==> src/sv/mmpq_pkg.sv <==
package mmpq_pkg;

    // Field widths of the transaction payloads.
    localparam int ACT_W    = 2;
    localparam int PRIO_W   = 32;
    localparam int TAG_W    = 16;
    localparam int STAT_W   = 2;
    localparam int COUNT_W  = 7;

    // Defaults for the top-level parameters.
    localparam int CAPACITY_DEF  = 64;
    localparam int TAG_WIDTH_DEF = 16;

    // Operation codes.
    localparam logic [ACT_W-1:0] ACT_INSERT  = 2'd0;
    localparam logic [ACT_W-1:0] ACT_DEL_MAX = 2'd1;
    localparam logic [ACT_W-1:0] ACT_DEL_MIN = 2'd2;
    localparam logic [ACT_W-1:0] ACT_CLEAR   = 2'd3;

    // Status codes.
    localparam logic [STAT_W-1:0] STAT_OK    = 2'd0;
    localparam logic [STAT_W-1:0] STAT_EMPTY = 2'd1;
    localparam logic [STAT_W-1:0] STAT_FULL  = 2'd2;

    // Shift commands that the control logic broadcasts to every cell.
    typedef struct packed {
        logic ins;
        logic del_min;
    } t_cell_ctl;

endpackage

==> src/sv/mmpq_cell.sv <==
// One slot of the sorted chain. Slots below the count hold entries in
// ascending order; the slot at the count position is the free slot.
module mmpq_cell
    import mmpq_pkg::*;
#(
    parameter int TAG_WIDTH = TAG_WIDTH_DEF,
    parameter int CNT_W     = 7,
    parameter int INDEX     = 0
) (
    input  logic                     i_clk,
    input  t_cell_ctl                i_ctl,
    input  logic [CNT_W-1:0]         i_count,
    input  logic signed [PRIO_W-1:0] i_new_prio,
    input  logic [TAG_WIDTH-1:0]     i_new_tag,
    input  logic signed [PRIO_W-1:0] i_left_prio,
    input  logic [TAG_WIDTH-1:0]     i_left_tag,
    input  logic                     i_left_gt,
    input  logic signed [PRIO_W-1:0] i_right_prio,
    input  logic [TAG_WIDTH-1:0]     i_right_tag,
    output logic signed [PRIO_W-1:0] o_prio,
    output logic [TAG_WIDTH-1:0]     o_tag,
    output logic                     o_gt
);

    logic signed [PRIO_W-1:0] r_prio;
    logic [TAG_WIDTH-1:0]     r_tag;
    logic signed [PRIO_W-1:0] n_prio;
    logic [TAG_WIDTH-1:0]     n_tag;
    logic                     w_held;

    // A free slot counts as greater than any key, so the new entry lands
    // after every held entry of equal or smaller priority.
    assign w_held = i_count > CNT_W'(INDEX);
    assign o_gt   = w_held ? (r_prio > i_new_prio) : 1'b1;

    // Insert shifts the greater part up by one; delete minimum shifts all down.
    always_comb begin
        n_prio = r_prio;
        n_tag  = r_tag;
        if (i_ctl.ins && o_gt) begin
            if (i_left_gt) begin
                n_prio = i_left_prio;
                n_tag  = i_left_tag;
            end else begin
                n_prio = i_new_prio;
                n_tag  = i_new_tag;
            end
        end else if (i_ctl.del_min) begin
            n_prio = i_right_prio;
            n_tag  = i_right_tag;
        end
    end

    always_ff @(posedge i_clk) begin
        r_prio <= n_prio;
        r_tag  <= n_tag;
    end

    assign o_prio = r_prio;
    assign o_tag  = r_tag;

endmodule

==> config.mk <==
export PLATFORM = sky130hd
export DESIGN_NAME = mmpq_cell
export DESIGN_NICKNAME = d
export VERILOG_FILES = /design/src/sv/mmpq_pkg.sv /design/src/sv/mmpq_cell.sv
export SDC_FILE = /design/constraint.sdc
export NUM_CORES = 1
export LEC_CHECK = 0
export BUFFER_PORTS_ARGS = -buffer_cell sky130_fd_sc_hd__buf_2
export CORE_ASPECT_RATIO = 0.6
export CORE_MARGIN = 2
export CORE_UTILIZATION = 45
export CTS_BUF_LIST = sky130_fd_sc_hd__clkbuf_16
export CTS_CLUSTER_DIAMETER = 150
export DETAILED_ROUTE_END_ITERATION = 12
export PLACE_DENSITY = 0.79
export RECOVER_POWER = 25
export SLEW_MARGIN = 20
export SYNTH_ARGS = -nofsm -noshare
export SYNTH_HDL_FRONTEND = slang
export SYNTH_SLANG_ARGS = --single-unit
==> constraint.sdc <==
create_clock -name i_clk -period 3.9 [get_ports i_clk]
set_input_delay 0.78 -clock i_clk [delete_from_list [all_inputs] [get_ports i_clk]]
set_output_delay 0.78 -clock i_clk [all_outputs]
set_load 0.05 [all_outputs]
==> impl_metrics.tcl, run 1 <==
set metrics [dict create \
    port_buffers 203 \
    tritoncts "done" \
    start_util_pct 46.6 \
    swShare_pct 55.5 \
    grt_pass1_wl_um 25500 \
    clk_latency_ns 0.29 \
    sequentialPowerShare_pct 25.0 \
    synthTopCellsByArea "edfxtp_1, o2bb2ai_1, ha_1" \
    r2r_start "o_prio[21]" \
    power_switching_uw 2530 \
    status "finished clean" \
    vias 5631 \
    fp.coreArea_sq_um 10600 \
    skew_ns 0.00327 \
    synth_top_area_cell "edfxtp_1" \
    hold_buffers 0 \
    grt_pass1_vias 5195 \
    clk_pin_slew_ns 0.07 \
    synth_edf_count 48 \
    finalCritPeriodShare_pct 95.0 \
    rsz0062_at_grt "no" \
    cts_root_buf "clkbuf_16" \
    crit_arrival_ns 2.93 \
    multi_input_area_sq_um 3140 \
    ys_seq_elements 48 \
    post_cts_resized 0 \
    tns_ns 0 \
    gr-total-overflow 0 \
    final_layout_size_suffix_gt1_share_pct 28.0 \
    die_w_um 139 \
    die-area_sq_um 11900 \
    cts_buffers 5 \
    rows 29 \
    slew_headroom_pct 39.7 \
    power_frac_comb_pct 65.7 \
    worstReg2RegEnd "o_prio[21]" \
    drtAntennaViolNets 0 \
    io_pins 204 \
    gp_congestion 0.936 \
    crit_path_start_kind "input port" \
    drc 0 \
    setup_violations 0 \
    layout_min_cycle_time_ns 3.71 \
    syn_nets 791 \
    peakVddDrop_uv 407 \
    clock_power_share_pct 9.3 \
    detail_route.iter0.violations 511 \
    worst_pin_slew_ns 0.904 \
    htreeDepth 2 \
    yosys_most_used_dff "edfxtp_1" \
    area_delta_synth_final_pct 23.6 \
    hold_path_end "o_prio[24]" \
    syn_inst 604 \
    synth_top_area_share_pct 29.1 \
    regArea_sq_um 1440 \
    endpoint_kind "primary output" \
    synth_warnings 0 \
    grt_max_degree 97 \
    syn_area_sq_um 4950 \
    track_usage_pct 26.4 \
    rrSetupSlack_ns 0.60 \
    clock-sinks 48 \
    antenna_found_initial 2 \
    die_h_um 85.3 \
    vias_per_cell 6.24 \
    hold_path_class "input port to flip-flop" \
    internal_power_uw 2030 \
    post_cts_buffers 0 \
    synth_area_per_cell_sq_um 8.20 \
    fill_cells 969 \
    max-cap-violations 0 \
    hold_viol 0 \
    seq_area_frac_synth_pct 29.1 \
    wl_um 16300 \
    cellPowerDensity_nw_per_um2 744 \
    ys_types 37 \
    async_reset_ff_share_pct 0 \
    cp_max_fo 3 \
    reg2reg_depth 8 \
    totalPowerFinal_uw 4550 \
    crit_required_ns 3.12 \
    drv_slew 0 \
    whs_path_depth 3 \
    min_from "i_right_prio[24]" \
    clockBufferDepth 2 \
    power.leakage_uw 0.00259 \
    wl_per_cell_um 18.0 \
    dr.pass1.iters 5 \
    critPathKind "input port to primary output" \
    fmax_mhz 270 \
    dp_hpwl_um 11500 \
    nets 949 \
]
layout make-up:
cell class	instances	area share, %
well taps	139	2.84
diodes	2	0.0818
clock buffers	5	2.04
repair buffers	216	17.9
clock inverters	2	0.143
inverters	35	2.15
flip-flops and latches	48	23.6
multi-input cells	456	51.3
synthesized netlist by cell type, types with 2 or more instances:
master and count:
or4_1 48, o2bb2ai_1 48, nor2_1 3, o211ai_1 49
and4_1 2, nor4_1 2, a21oi_1 10, buf_1 4
nand4_1 4, buf_2 10, nor3_1 2, edfxtp_1 48
o21ai_0 36, nand3_1 50, mux2_2 17, clkbuf_2 4
a21o_1 2, clkbuf_1 45, a211oi_1 2, ha_1 32
a31oi_1 48, nand2_1 89, inv_1 35
state kept, by name, summed over array words and instances, names as in the netlist:
signal and cells:
o_prio 32, o_tag 16
power by group through the flow:
stage                     clock network [uW]  logic (uW)  registers [uW]
after floorplan                            0        1380            2040
after global placement                     0        2930            1130
after detailed placement                   0        3010            1130
after CTS                                427        3020            1130
after global routing                     447        3220            1160
final                                    422        2990            1140
per-layer routing:
layer | track usage, % | up-vias | routed length (um) | share of wire [%]
met5 | 0 | - | 0 | 0
met4 | 5.60 | 0 | 155 | 0.95
met3 | 6.83 | 17 | 1840 | 11
met2 | 42.1 | 338 | 7350 | 45
met1 | 36.5 | 2591 | 6940 | 43
li1 | - | 2685 | - | -
how the worst max path moves through the flow:
| stage | start | end | depth (start not counted) |
|---|---|---|---|
| 2_1_floorplan | i_new_prio[31] | o_prio[0] | 9 |
| 3_3_place_gp | i_new_prio[14] | o_gt | 9 |
| 3_5_place_dp | i_new_prio[14] | o_gt | 9 |
| 4_1_cts | i_new_prio[14] | o_gt | 9 |
| 5_1_grt | i_new_prio[14] | o_gt | 9 |
| 6_report | i_new_prio[14] | o_gt | 9 |
cells by family (layout without fill, tap and decap cells):
logic type / after synthesis / count (layout) / share of synthesized area (%)
other cells: 0 / 2 / 0
fa+ha+maj: 32 / 32 / 8.09
mux: 17 / 17 / 3.87
flops: 48 / 48 / 29.1
compound gates: 201 / 201 / 28.6
buf+inv: 100 / 258 / 8.16
simple gates: 206 / 206 / 22.2
critical path, stage by stage:
cell	delay, ns
buf_2	0.08
inv_1	0.05
ha_1	0.32
nand4_1	0.17
nor4_2	0.41
a21boi_1	0.33
nor4b_4	0.09
o31ai_2	0.36
buf_2	0.33
stage by stage:
step | cell area (sq um) | util, % | setup slack [ns] | cells | hold WS [ns]
4_1_cts | 6150 | 57.9 | 0.0954 | 901 | 0.823
2_1_floorplan | 4960 | - | 0.0493 | 604 | 1.00
3_5_place_dp | 6020 | 56.6 | 0.121 | 894 | 1.12
5_1_grt | 6110 | 57.5 | 0.0556 | 901 | 0.835
3_3_place_gp | 6020 | 56.6 | 0.217 | 894 | 1.11
6_report | 6120 | 57.5 | 0.194 | 903 | 0.828
layout by cell type (no fill, tap or decap), types with 2 or more instances in the layout:
cell       netlist  routed
o211ai_1        49      49
nor2_1           3       2
o21ai_0         36      36
a211oi_1         2       2
nand4_1          4       4
a21oi_1         10      10
mux2_2          17      17
buf_2           10     167
o2bb2ai_1       48      48
ha_1            32      32
buf_12           0       2
clkbuf_1        45      36
a31oi_1         48      48
buf_4            1      11
and4_1           2       2
diode_2          0       2
edfxtp_1        48      48
inv_1           35      36
or4_1           48      48
clkbuf_16        0       5
nand3_1         50      50
nand2_1         89      88
nor3_1           2       2
No activity file was read; power rests on OpenSTA's default activity.
==> inputs of run 2 (changes only) <==
--- a/config.mk
+++ b/config.mk
@@ -8,11 +8,11 @@
 export BUFFER_PORTS_ARGS = -buffer_cell sky130_fd_sc_hd__buf_2
 export CORE_ASPECT_RATIO = 0.6
 export CORE_MARGIN = 2
-export CORE_UTILIZATION = 45
+export CORE_UTILIZATION = 50
 export CTS_BUF_LIST = sky130_fd_sc_hd__clkbuf_16
 export CTS_CLUSTER_DIAMETER = 150
 export DETAILED_ROUTE_END_ITERATION = 12
-export PLACE_DENSITY = 0.79
+export PLACE_DENSITY = 0.83
 export RECOVER_POWER = 25
 export SLEW_MARGIN = 20
 export SYNTH_ARGS = -nofsm -noshare
==> constraint.sdc (replaced) <==
create_clock -name i_clk -period 3.7 [get_ports i_clk]
set_input_delay 0.74 -clock i_clk [delete_from_list [all_inputs] [get_ports i_clk]]
set_output_delay 0.74 -clock i_clk [all_outputs]
set_load 0.05 [all_outputs]
==> run 2 against run 1 <==
  * Via count is essentially flat
  * Sequential share of layout area down 0.11 points
  * Clock-buffer cell count unchanged
  * Total power up 6.3%
  * Critical path type unchanged
  * Largest cell class unchanged
==> impl_metrics.tcl, run 2 (same netlist as run 1, synthesis figures left out) <==
set metrics [dict create \
    die_h_um 81.1 \
    crit_arrival_ns 2.81 \
    clk_pin_slew_ns 0.07 \
    dp_hpwl_um 11400 \
    min_from "i_right_tag[15]" \
    slew_headroom_pct 40.4 \
    grt_max_degree 97 \
    hold_path_end "o_tag[15]" \
    layout_min_cycle_time_ns 3.55 \
    area_delta_synth_final_pct 24.1 \
    clockBufferDepth 2 \
    fill_cells 885 \
    nets 949 \
    dr.pass1.iters 4 \
    track_usage_pct 28.8 \
    cp_max_fo 5 \
    largest_reg_flops 32 \
    rsz0062_at_grt "no" \
    max-cap-violations 0 \
    crit_required_ns 2.96 \
    endpoint_kind "primary output" \
    cellPowerDensity_nw_per_um2 788 \
    htreeDepth 2 \
    drc 0 \
    detail_route.iter0.violations 531 \
    fmax_mhz 282 \
    wl_per_cell_um 17.8 \
    r2r_start "o_prio[21]" \
    skew_ns 0.00599 \
    die_w_um 132 \
    drtAntennaViolNets 0 \
    antennaDiodeCount 0 \
    gp_congestion 0.945 \
    setup_violations 0 \
    whs_path_depth 3 \
    wl_um 16000 \
    vias_per_cell 6.28 \
    status "finished clean" \
    worst_pin_slew_ns 0.895 \
    tns_ns 0 \
    rows 28 \
    die-area_sq_um 10700 \
    tritoncts "done" \
    clock-sinks 48 \
    io_pins 204 \
    hold_buffers 0 \
    totalPowerFinal_uw 4840 \
    grt_pass1_vias 5233 \
    final_cell_mix "buf_2, nand2_1, nand3_1" \
    drv_slew 0 \
    grt_pass1_wl_um 25100 \
    hold_viol 0 \
    cts_buffers 5 \
    antenna_found_initial 0 \
    finalCritPeriodShare_pct 96.0 \
    port_buffers 203 \
    fp.coreArea_sq_um 9740 \
    crit_path_start_kind "input port" \
    final_layout_size_suffix_gt1_share_pct 28.1 \
    final_common_cell "buf_2" \
    reg2reg_depth 9 \
    clk_latency_ns 0.29 \
    critPathKind "input port to primary output" \
    vias 5634 \
    power.leakage_uw 0.00259 \
    gr-total-overflow 0 \
    hold_path_class "input port to flip-flop" \
    rrSetupSlack_ns 0.62 \
    cts_root_buf "clkbuf_16" \
    start_util_pct 50.8 \
    worstReg2RegEnd "o_prio[23]" \
    peakVddDrop_uv 345 \
    post_cts_buffers 0 \
]
## run 2: worst max-delay path by stage
stage | start | slack, ns | endpoint
finish | i_new_prio[31] | 0.15 | o_gt
global route | i_new_prio[14] | 0.0003 | o_gt
CTS | i_new_prio[14] | 0.04 | o_gt
detailed placement | i_new_prio[14] | 0.07 | o_gt
global placement | i_new_prio[14] | 0.16 | o_gt
floorplan | i_new_prio[31] | 0.19 | o_prio[0]
## run 2: layout make-up
class,count,area [sq um],share of cell area [%]
Tap cell,135,169,2.75
Sequential cell,48,1440,23.5
Multi-Input combinational cell,456,3150,51.2
Clock inverter,2,12.5,0.204
Timing Repair Buffer,216,1120,18.2
Inverter,35,131,2.14
Clock buffer,5,125,2.04
## run 2: metrics by stage
step / instances / hold slack, ns / utilization [%] / worst slack [ns] / instance area [sq um]
4_1_cts: 897 / 0.781 / 63.5 / 0.0386 / 6180
6_report: 897 / 0.787 / 63.1 / 0.149 / 6150
5_1_grt: 897 / 0.789 / 63.1 / 0.000286 / 6150
3_5_place_dp: 890 / 1.08 / 62.1 / 0.0660 / 6050
3_3_place_gp: 890 / 1.07 / 62.1 / 0.162 / 6050
2_1_floorplan: 604 / 0.962 / - / 0.194 / 4970
## run 2: worst max-delay path, cell delays in order
cell and delay, ns:
buf_2 0.08, inv_1 0.05, ha_1 0.40, nand4_2 0.18, nor4_4 0.34, a221oi_2 0.17, a31o_4 0.28, o31ai_4 0.27
buf_2 0.31
## run 2: report_power, final
| group | total (uW) | internal (uW) | switching (uW) | leakage [uW] |
|---|---|---|---|---|
| Clock | 453 | 246 | 207 | 0.0000657 |
| Combinational | 3200 | 895 | 2300 | 0.00205 |
| Sequential | 1190 | 1030 | 168 | 0.000479 |
## run 2: repair_timing
item | CTS | global route
endpoints found under the hold margin | 0 | 0
endpoints found under the setup margin | 0 | 1
resized for setup | 0 | 1
## run 2: per-layer routing
metal	GRT usage [%]	up-vias	part of all wire, %
met5	0	-	0
li1	-	2683	-
met1	38.3	2664	43
met4	6.34	0	0.86
met3	6.24	14	9.2
met2	49.0	273	47
